`src/hw/rtl/kcfe_pkg.sv`:
```
// Package of the KICK command field extractor: types, codes and helper functions.
`default_nettype none
package kcfe_pkg;

    localparam int unsigned MinLen   = 11;
    localparam int unsigned QDepth   = 4;
    localparam int unsigned QAddrW   = 2;
    localparam int unsigned QCountW  = 3;

    localparam logic [7:0] ChSpace = 8'h20;
    localparam logic [7:0] ChComma = 8'h2C;
    localparam logic [7:0] ChColon = 8'h3A;
    localparam logic [7:0] ChCr    = 8'h0D;
    localparam logic [7:0] ChLf    = 8'h0A;
    localparam logic [7:0] ChDel   = 8'h7F;
    localparam logic [7:0] ChLow   = 8'h20;

    localparam logic [1:0] SelChannel = 2'd0;
    localparam logic [1:0] SelUser    = 2'd1;
    localparam logic [1:0] SelReason  = 2'd2;

    typedef enum logic [2:0] {
        VC_OK        = 3'd0,
        VC_PREFIX    = 3'd1,
        VC_SHORT     = 3'd2,
        VC_BAD_CHAN  = 3'd3,
        VC_NO_USER   = 3'd4,
        VC_NO_COLON  = 3'd5,
        VC_NO_CRLF   = 3'd6
    } verdict_t;

    typedef enum logic [2:0] {
        PH_PREFIX = 3'd0,
        PH_CHAN   = 3'd1,
        PH_USER   = 3'd2,
        PH_COLON  = 3'd3,
        PH_REASON = 3'd4,
        PH_DEAD   = 3'd5
    } phase_t;

    // One queue entry: what a single accepted beat produced.
    typedef struct packed {
        logic       has_byte;
        logic [7:0] field_byte;
        logic       has_verdict;
        verdict_t   code;
    } entry_t;

    function automatic logic [7:0] prefix_byte(input logic [3:0] pos);
        logic [7:0] c;
        case (pos)
            4'd0:    c = 8'h4B;
            4'd1:    c = 8'h49;
            4'd2:    c = 8'h43;
            4'd3:    c = 8'h4B;
            4'd4:    c = 8'h20;
            4'd5:    c = 8'h23;
            default: c = 8'h00;
        endcase
        return c;
    endfunction

    function automatic logic chan_ok(input logic [7:0] c);
        return (c >= ChLow) && (c < ChDel) && (c != ChComma) && (c != ChColon);
    endfunction

endpackage
`default_nettype wire

```
`src/hw/rtl/kcfe_front.sv`:
```
// Front part: accepts line bytes, tracks the parse and classifies each beat.
`default_nettype none
module kcfe_front (
    input  wire logic               clk,
    input  wire logic               rst_n,
    input  wire logic               accept,
    input  wire logic [7:0]         data_byte,
    input  wire logic               end_of_line,
    input  wire logic [1:0]         field_select,
    output kcfe_pkg::entry_t        entry,
    output logic                    entry_valid
);

    kcfe_pkg::phase_t phase_reg, phase_next;
    logic [3:0]       count_reg, count_next;
    logic [7:0]       held0_reg, held0_next;
    logic [7:0]       held1_reg, held1_next;
    logic [1:0]       fill_reg, fill_next;
    logic [2:0]       err_reg, err_next;

    kcfe_pkg::phase_t phase_after;
    logic [3:0]       count_after;
    logic [2:0]       err_after;
    logic             crlf;
    logic [1:0]       sel;
    logic             emit;

    assign sel = (field_select == 2'd3) ? kcfe_pkg::SelReason : field_select;

    // Next state.
    always_comb
    begin
        logic [7:0] conf;
        conf        = held0_reg;
        phase_after = phase_reg;
        err_after   = err_reg;
        held0_next  = held0_reg;
        held1_next  = held1_reg;
        fill_next   = fill_reg;

        if (count_reg < 4'd6 && data_byte != kcfe_pkg::prefix_byte(count_reg)
                && err_after == kcfe_pkg::VC_OK)
        begin
            err_after   = kcfe_pkg::VC_PREFIX;
            phase_after = kcfe_pkg::PH_DEAD;
        end
        count_after = (count_reg < 4'(kcfe_pkg::MinLen)) ? count_reg + 4'd1 : count_reg;

        if (fill_reg == 2'd2)
        begin
            held0_next = held1_reg;
            held1_next = data_byte;
            case (phase_after)
                kcfe_pkg::PH_PREFIX:
                begin
                    if (count_reg >= 4'd7)
                        phase_after = kcfe_pkg::PH_CHAN;
                end
                kcfe_pkg::PH_CHAN:
                begin
                    if (conf == kcfe_pkg::ChSpace)
                        phase_after = kcfe_pkg::PH_USER;
                    else if (!kcfe_pkg::chan_ok(conf))
                    begin
                        if (err_after == kcfe_pkg::VC_OK)
                            err_after = kcfe_pkg::VC_BAD_CHAN;
                        phase_after = kcfe_pkg::PH_DEAD;
                    end
                end
                kcfe_pkg::PH_USER:
                begin
                    if (conf == kcfe_pkg::ChSpace)
                        phase_after = kcfe_pkg::PH_COLON;
                    else if (conf == 8'h00)
                    begin
                        if (err_after == kcfe_pkg::VC_OK)
                            err_after = kcfe_pkg::VC_NO_CRLF;
                        phase_after = kcfe_pkg::PH_DEAD;
                    end
                end
                kcfe_pkg::PH_COLON:
                begin
                    if (conf == kcfe_pkg::ChColon)
                        phase_after = kcfe_pkg::PH_REASON;
                    else
                    begin
                        if (err_after == kcfe_pkg::VC_OK)
                            err_after = kcfe_pkg::VC_NO_COLON;
                        phase_after = kcfe_pkg::PH_DEAD;
                    end
                end
                kcfe_pkg::PH_REASON:
                begin
                    if (conf == 8'h00)
                    begin
                        if (err_after == kcfe_pkg::VC_OK)
                            err_after = kcfe_pkg::VC_NO_CRLF;
                        phase_after = kcfe_pkg::PH_DEAD;
                    end
                end
                default:
                begin
                end
            endcase
        end
        else if (fill_reg == 2'd1)
        begin
            held1_next = data_byte;
            fill_next  = 2'd2;
        end
        else
        begin
            held0_next = data_byte;
            fill_next  = 2'd1;
        end

        crlf = (fill_next == 2'd2) && (held0_next == kcfe_pkg::ChCr)
               && (held1_next == kcfe_pkg::ChLf);

        if (end_of_line)
        begin
            phase_next = kcfe_pkg::PH_PREFIX;
            count_next = 4'd0;
            fill_next  = 2'd0;
            err_next   = kcfe_pkg::VC_OK;
        end
        else
        begin
            phase_next = phase_after;
            count_next = count_after;
            err_next   = err_after;
        end
    end

    // Outputs. A held byte can only reach a body phase once the prefix is past,
    // so the registered phase decides whether it is emitted.
    always_comb
    begin
        emit = 1'b0;
        if (fill_reg == 2'd2)
        begin
            case (phase_reg)
                kcfe_pkg::PH_CHAN:
                    emit = (held0_reg != kcfe_pkg::ChSpace) && kcfe_pkg::chan_ok(held0_reg)
                           && (sel == kcfe_pkg::SelChannel);
                kcfe_pkg::PH_USER:
                    emit = (held0_reg != kcfe_pkg::ChSpace) && (held0_reg != 8'h00)
                           && (sel == kcfe_pkg::SelUser);
                kcfe_pkg::PH_REASON:
                    emit = (held0_reg != 8'h00) && (sel == kcfe_pkg::SelReason);
                default:
                    emit = 1'b0;
            endcase
        end

        entry.has_byte    = emit;
        entry.field_byte  = held0_reg;
        entry.has_verdict = end_of_line;
        if (err_after == kcfe_pkg::VC_PREFIX)
            entry.code = kcfe_pkg::VC_PREFIX;
        else if (count_after < 4'(kcfe_pkg::MinLen))
            entry.code = kcfe_pkg::VC_SHORT;
        else if (!crlf)
            entry.code = kcfe_pkg::VC_NO_CRLF;
        else if (err_after != kcfe_pkg::VC_OK)
            entry.code = kcfe_pkg::verdict_t'(err_after);
        else if (phase_after == kcfe_pkg::PH_CHAN || phase_after == kcfe_pkg::PH_PREFIX)
            entry.code = kcfe_pkg::VC_NO_USER;
        else if (phase_after == kcfe_pkg::PH_COLON)
            entry.code = kcfe_pkg::VC_NO_COLON;
        else
            entry.code = kcfe_pkg::VC_OK;

        entry_valid = accept && (emit || end_of_line);
    end

    always_ff @(posedge clk or negedge rst_n)
    begin
        if (!rst_n)
        begin
            phase_reg <= kcfe_pkg::PH_PREFIX;
            count_reg <= 4'd0;
            fill_reg  <= 2'd0;
            err_reg   <= kcfe_pkg::VC_OK;
            held0_reg <= 8'h00;
            held1_reg <= 8'h00;
        end
        else if (accept)
        begin
            phase_reg <= phase_next;
            count_reg <= count_next;
            fill_reg  <= fill_next;
            err_reg   <= err_next;
            held0_reg <= held0_next;
            held1_reg <= held1_next;
        end
    end

endmodule
`default_nettype wire

```
`src/hw/rtl/kcfe_queue.sv`:
```
// Short FIFO of classified beats between the front and back parts.
`default_nettype none
module kcfe_queue (
    input  wire logic               clk,
    input  wire logic               rst_n,
    input  wire logic               push,
    input  wire kcfe_pkg::entry_t   push_entry,
    input  wire logic               pop,
    output kcfe_pkg::entry_t        head,
    output logic                    not_empty,
    output logic                    full
);

    kcfe_pkg::entry_t                 slots_reg [kcfe_pkg::QDepth];
    logic [kcfe_pkg::QAddrW-1:0]      wr_ptr_reg, rd_ptr_reg;
    logic [kcfe_pkg::QCountW-1:0]     count_reg, count_next;

    assign head      = slots_reg[rd_ptr_reg];
    assign not_empty = (count_reg != '0);
    assign full      = (count_reg == kcfe_pkg::QCountW'(kcfe_pkg::QDepth));

    always_comb
    begin
        count_next = count_reg;
        if (push && !pop)
            count_next = count_reg + 1'b1;
        else if (pop && !push)
            count_next = count_reg - 1'b1;
    end

    always_ff @(posedge clk)
    begin
        if (push)
            slots_reg[wr_ptr_reg] <= push_entry;
    end

    always_ff @(posedge clk or negedge rst_n)
    begin
        if (!rst_n)
        begin
            wr_ptr_reg <= '0;
            rd_ptr_reg <= '0;
            count_reg  <= '0;
        end
        else
        begin
            if (push)
                wr_ptr_reg <= wr_ptr_reg + 1'b1;
            if (pop)
                rd_ptr_reg <= rd_ptr_reg + 1'b1;
            count_reg <= count_next;
        end
    end

endmodule
`default_nettype wire

```
`src/hw/rtl/kcfe_back.sv`:
```
// Back part: turns queued beats into result beats through an output register.
`default_nettype none
module kcfe_back (
    input  wire logic               clk,
    input  wire logic               rst_n,
    input  wire kcfe_pkg::entry_t   head,
    input  wire logic               head_valid,
    output logic                    pop,
    output logic                    out_valid,
    input  wire logic               out_ready,
    output logic [7:0]              out_byte,
    output logic                    is_verdict,
    output logic [2:0]              verdict_code,
    output logic                    last_of_run
);

    logic       valid_reg;
    logic       byte_done_reg, byte_done_next;
    logic       load;
    logic       send_byte;
    logic [7:0] byte_reg;
    logic       verdict_reg;
    logic [2:0] code_reg;

    assign load      = head_valid && (!valid_reg || out_ready);
    assign send_byte = head.has_byte && !byte_done_reg;

    // A beat with a byte and a verdict leaves the queue after its second result.
    always_comb
    begin
        pop            = 1'b0;
        byte_done_next = byte_done_reg;
        if (load)
        begin
            if (send_byte && head.has_verdict)
                byte_done_next = 1'b1;
            else
            begin
                pop            = 1'b1;
                byte_done_next = 1'b0;
            end
        end
    end

    always_ff @(posedge clk or negedge rst_n)
    begin
        if (!rst_n)
        begin
            valid_reg     <= 1'b0;
            byte_done_reg <= 1'b0;
        end
        else
        begin
            byte_done_reg <= byte_done_next;
            if (load)
                valid_reg <= 1'b1;
            else if (out_ready)
                valid_reg <= 1'b0;
        end
    end

    always_ff @(posedge clk)
    begin
        if (load)
        begin
            byte_reg    <= send_byte ? head.field_byte : 8'h00;
            verdict_reg <= !send_byte;
            code_reg    <= send_byte ? 3'(kcfe_pkg::VC_OK) : 3'(head.code);
        end
    end

    assign out_valid    = valid_reg;
    assign out_byte     = byte_reg;
    assign is_verdict   = verdict_reg;
    assign verdict_code = code_reg;
    assign last_of_run  = verdict_reg;

endmodule
`default_nettype wire

```
`src/hw/rtl/kick_command_field_extractor_core.sv`:
```
// Top level of the KICK command field extractor with its configuration port.
// The block takes one command line "KICK #channel user [:reason]" CR LF, one
// byte per input beat on data_byte with end_of_line set on the final byte.
// Input beats are accepted when in_valid and in_ready are both high; one
// byte per clock is taken as long as the internal four-entry queue has room.
// The front part checks the line and holds back the last two bytes, so a
// body byte is confirmed when two later bytes have arrived. Confirmed bytes
// of the field chosen by field_select come out as byte beats; the final
// byte of a line also yields a verdict beat with is_verdict and last_of_run
// set and verdict_code giving success or an error, where prefix, length and
// trailer faults rank ahead of the first body error. The receiver drops the
// line's bytes when the code is not ok. A result passes through the queue and
// then the output register; the line's last beat can give two results, the
// byte and then the verdict. When the receiver holds out_ready low the result
// stays put, the queue fills behind it, and in_ready falls once the queue is full.
// field_select sits at APB address 0 and resets to channel; write it only
// while the block is idle. Reset clears the parse state, the queue and the
// output register; the block is ready for a new line in the first cycle after.
`default_nettype none
module kick_command_field_extractor_core (
    input  wire logic        clk,
    input  wire logic        rst_n,
    input  wire logic        psel,
    input  wire logic        penable,
    input  wire logic        pwrite,
    input  wire logic [2:0]  paddr,
    input  wire logic [31:0] pwdata,
    output logic [31:0]      prdata,
    output logic             pready,
    input  wire logic        in_valid,
    output logic             in_ready,
    input  wire logic [7:0]  data_byte,
    input  wire logic        end_of_line,
    output logic             out_valid,
    input  wire logic        out_ready,
    output logic [7:0]       out_byte,
    output logic             is_verdict,
    output logic [2:0]       verdict_code,
    output logic             last_of_run
);

    logic [1:0]       field_select_reg;
    logic             accept;
    kcfe_pkg::entry_t front_entry;
    logic             front_valid;
    kcfe_pkg::entry_t head;
    logic             head_valid;
    logic             queue_full;
    logic             pop;

    // Only one register exists; bit 2 of the address selects beyond it.
    assign pready = 1'b1;
    assign prdata = paddr[2] ? 32'h0 : {30'h0, field_select_reg};

    always_ff @(posedge clk or negedge rst_n)
    begin
        if (!rst_n)
            field_select_reg <= 2'd0;
        else if (psel && penable && pwrite && !paddr[2])
            field_select_reg <= pwdata[1:0];
    end

    // The queue never drains and fills in the same count step past its depth,
    // so readiness follows the full flag alone.
    assign in_ready = !queue_full;
    assign accept   = in_valid && in_ready;

    kcfe_front u_front (
        .clk          (clk),
        .rst_n        (rst_n),
        .accept       (accept),
        .data_byte    (data_byte),
        .end_of_line  (end_of_line),
        .field_select (field_select_reg),
        .entry        (front_entry),
        .entry_valid  (front_valid)
    );

    kcfe_queue u_queue (
        .clk        (clk),
        .rst_n      (rst_n),
        .push       (front_valid),
        .push_entry (front_entry),
        .pop        (pop),
        .head       (head),
        .not_empty  (head_valid),
        .full       (queue_full)
    );

    kcfe_back u_back (
        .clk          (clk),
        .rst_n        (rst_n),
        .head         (head),
        .head_valid   (head_valid),
        .pop          (pop),
        .out_valid    (out_valid),
        .out_ready    (out_ready),
        .out_byte     (out_byte),
        .is_verdict   (is_verdict),
        .verdict_code (verdict_code),
        .last_of_run  (last_of_run)
    );

endmodule
`default_nettype wire

```
`config.mk`:
```
export PLATFORM = sky130hd
export DESIGN_NAME = kick_command_field_extractor_core
export DESIGN_NICKNAME = d
export VERILOG_FILES = /design/src/hw/rtl/kcfe_pkg.sv /design/src/hw/rtl/kcfe_front.sv /design/src/hw/rtl/kcfe_queue.sv /design/src/hw/rtl/kcfe_back.sv /design/src/hw/rtl/kick_command_field_extractor_core.sv
export SDC_FILE = /design/constraint.sdc
export NUM_CORES = 1
export LEC_CHECK = 0
export BUFFER_PORTS_ARGS = -buffer_cell sky130_fd_sc_hd__buf_4
export CAP_MARGIN = 5
export CORE_MARGIN = 2
export CORE_UTILIZATION = 30
export DETAILED_ROUTE_END_ITERATION = 12
export GPL_ROUTABILITY_DRIVEN = 0
export GPL_TIMING_DRIVEN = 0
export PLACE_DENSITY = 0.5
export SLEW_MARGIN = 20
export SYNTH_ARGS = -nofsm -noshare
export SYNTH_HDL_FRONTEND = slang
export SYNTH_SLANG_ARGS = --single-unit
```
`constraint.sdc`:
```
create_clock -name clk -period 3.08 [get_ports clk]
set_input_delay 0.616 -clock clk [delete_from_list [all_inputs] [get_ports clk]]
set_output_delay 0.616 -clock clk [all_outputs]
set_load 0.05 [all_outputs]
```
==> results.txt <==
unrepaired setup endpoints after global routing = no
largest net degree at the start of global routing = 40
clk_skew = 0.00551 ns
DP Area = 5990 µm²
DRT iter0 DRCs = 177
grt ovf = 0
wire length of the first global-routing pass = 18500 µm
Initial Util = 30.7%
wire length on met1 = 5110 µm
Leak = 0.00248 µW
final slew viol count = 0
DP HPWL = 8090 µm
Slew @ Worst Pin = 0.875 ns
post-layout instance area = 6480 µm²
final worst-path cycle share = 96.6%
Max Cap Violations = 0
power density cells = 911 nW/µm²
Rel. slew slack = 41.7%
Finish-stage setup viols = 0
Worst EP required = 3.32 ns
clock root buffer = clkbuf_16
Die Ht = 137 µm
post-synth cell types = 70
ys async rst share = 37.9%
final worst setup slack = 0.105 ns
reg2reg start = u_front.held0_reg[0]
R2R setup slack = 0.10 ns
layout cell share with drive strength beyond 1 = 31.5%
Ys Warns = 0
CTS tree = built
pre-CTS WS = -0.426 ns
sequential fraction of the synthesis area = 54.3%
DRT antenna net count = 0
reg2reg end = u_queue.count_reg[1]
crit-path max FO = 10
Worst Hold Class = input port to asynchronous set/reset pin
EDFF count, synth = 64
max FFs per register = 52
CTS sink count = 103
met3 routed WL = 461 µm
Vias/cell = 4.75
number of core rows = 48
Overall Power = 5900 µW
Worst VDD drop = 541 µV
syn avg cell area = 12.4 µm²
antenna violations before repair = 0
1st-pass router iterations = 4
Tmin final = 2.98 ns
flops & latches, synth = 103
gate count of the mapped netlist = 429
ys flop type = edfxtp_1
Critical Path AT = 3.21 ns
Total GRT Usage = 13.0%
status = finished, final reports clean
Max Used Layer = met4
drc violations = 0
Num CTS Buffers = 9
Port Buffer Count = 35
vias in the first global route = 3524
DR WL/cell = 15.5 µm
placeable core area = 17400 µm²
die width = 137 µm
Clock Pin Slew Worst Setup and Hold Paths = 0.07 ns
nature of the critical path startpoint = flop
I/O Pins = 99
clk buf depth = 2
CTS H-Tree Depth = 3
die footprint = 18900 µm²
Inserted Diodes = 0
Final Hold Fails = 0
met2 wire len = 5890 µm
DRT Wirelength = 11600 µm
DR vias = 3546
Worst-Skew Late Latency = 0.35 ns
fin nets = 579
crit path kind = flop to flop
Area Growth Syn to Fin = 21.5%
R2R cell count = 10
Fmax achieved = 336 MHz
CP endpoint kind = flop
Syn Std Cell Area = 5330 µm²
[routing by layer]
layer | track usage, % | vias to the layer above
met5 | 0 | -
met4 | 3.78 | 0
met3 | 3.83 | 10
met2 | 21.6 | 73
met1 | 16.4 | 1739
li1 | - | 1724
[power by group]
part	internal, µW	total, µW	switching [µW]
clock network	636	1140	503
registers	1970	2320	349
logic	1030	2450	1410
[cells in the final DEF (no fill, tap or decap), types with 10 or more instances in the layout]
cell type  synthesis  layout
mux2_2            14      14
a21oi_1           20      17
nand2_1           18      18
mux4_2            13      13
clkbuf_1          13      12
dfrtp_2            0      10
buf_4             32      82
nor3_1            11      11
nor2b_1           15      15
conb_1             2      31
inv_1             17      16
nor2_1            15      15
edfxtp_1          64      64
dfrtp_1           39      29
o21ai_0           21      20
[worst max-delay path, cell delays in order, from the launching register on]
cell and delay (ns):
dfrtp_2 0.49, or4_1 0.59, a21oi_2 0.20, a211oi_4 0.07
nand4b_1 0.17, a21oi_4 0.10, o21a_4 0.26, ha_1 0.22
inv_1 0.07, fa_1 0.41, mux2_2 0.27
[cells in the mapped netlist, types with 4 or more instances]
library cell  number  area share (%)
a211oi_1           5            0.70
a21oi_1           20             1.9
a22oi_1            7            0.99
and2_1             8            0.94
buf_4             32             4.5
clkbuf_1          13            0.92
dfrtp_1           39              18
edfxtp_1          64              36
ha_1              11             2.6
inv_1             17             1.2
mux2_2            14             3.0
mux4_2            13             5.5
nand2_1           18             1.3
nand3_1            6            0.56
nand4b_1           5            0.82
nor2_1            15             1.1
nor2b_1           15             1.8
nor3_1            11             1.0
nor3b_1            4            0.56
nor4_1             5            0.59
o21a_1             4            0.56
o21ai_0           21             2.0
o31ai_1            4            0.56
or4_1              4            0.56
xor2_1             5            0.82
[kinds of logic after synthesis]
logic type	count (synthesis)	share of synthesized area, %
AND/OR/NAND/NOR	118	13.4
flip-flops	103	54.3
AO/OA/AOI/OAI	87	11.2
buffers and inverters	70	7.84
multiplexers	29	8.82
adder cells (fa/ha/maj)	12	2.96
XOR/XNOR	8	1.31
other	2	0.141
[worst max-delay path by stage]
| stage | start | slack [ns] | endpoint |
|---|---|---|---|
| floorplan | out_ready | 0.19 | u_queue.count_reg[1] |
| global placement | out_ready | -0.46 | u_queue.count_reg[1] |
| detailed placement | u_front.held0_reg[5] | -0.43 | u_queue.count_reg[2] |
| CTS | u_front.held0_reg[6] | 0.01 | u_queue.count_reg[2] |
| global route | u_front.phase_reg[1] | 0.003 | u_queue.count_reg[2] |
| finish | u_front.held0_reg[0] | 0.10 | u_queue.count_reg[1] |
[final cells by class]
class                           instances  area [µm²]
Multi-Input combinational cell        285        2210
Fill cell                            1679       10900
Buffer                                 49         340
Clock inverter                          4        52.6
Sequential cell                       103        2910
Timing Repair Buffer                   50         375
Inverter                               18        71.3
Tap cell                              225         282
Clock buffer                           12         236
[through the flow]
step | instances | hold WS, ns | util, % | TNS (ns)
after floorplan | 458 | 0.320 | - | 0
after global placement | 718 | 0.486 | 34.5 | -14.28
after detailed placement | 718 | 0.491 | 34.5 | -17.69
after CTS | 733 | 0.266 | 36.3 | 0
after global routing | 746 | 0.282 | 37.3 | 0
final | 746 | 0.242 | 37.3 | 0
[what timing repair did]
item,4_1_cts,5_1_grt
pin swaps,2,4
hold buffers,0,0
endpoints found under the hold margin,0,0
buffers inserted,0,15
gates resized for setup,6,25
setup endpoints to repair,58,66
Power figures use the tool's default switching activity.
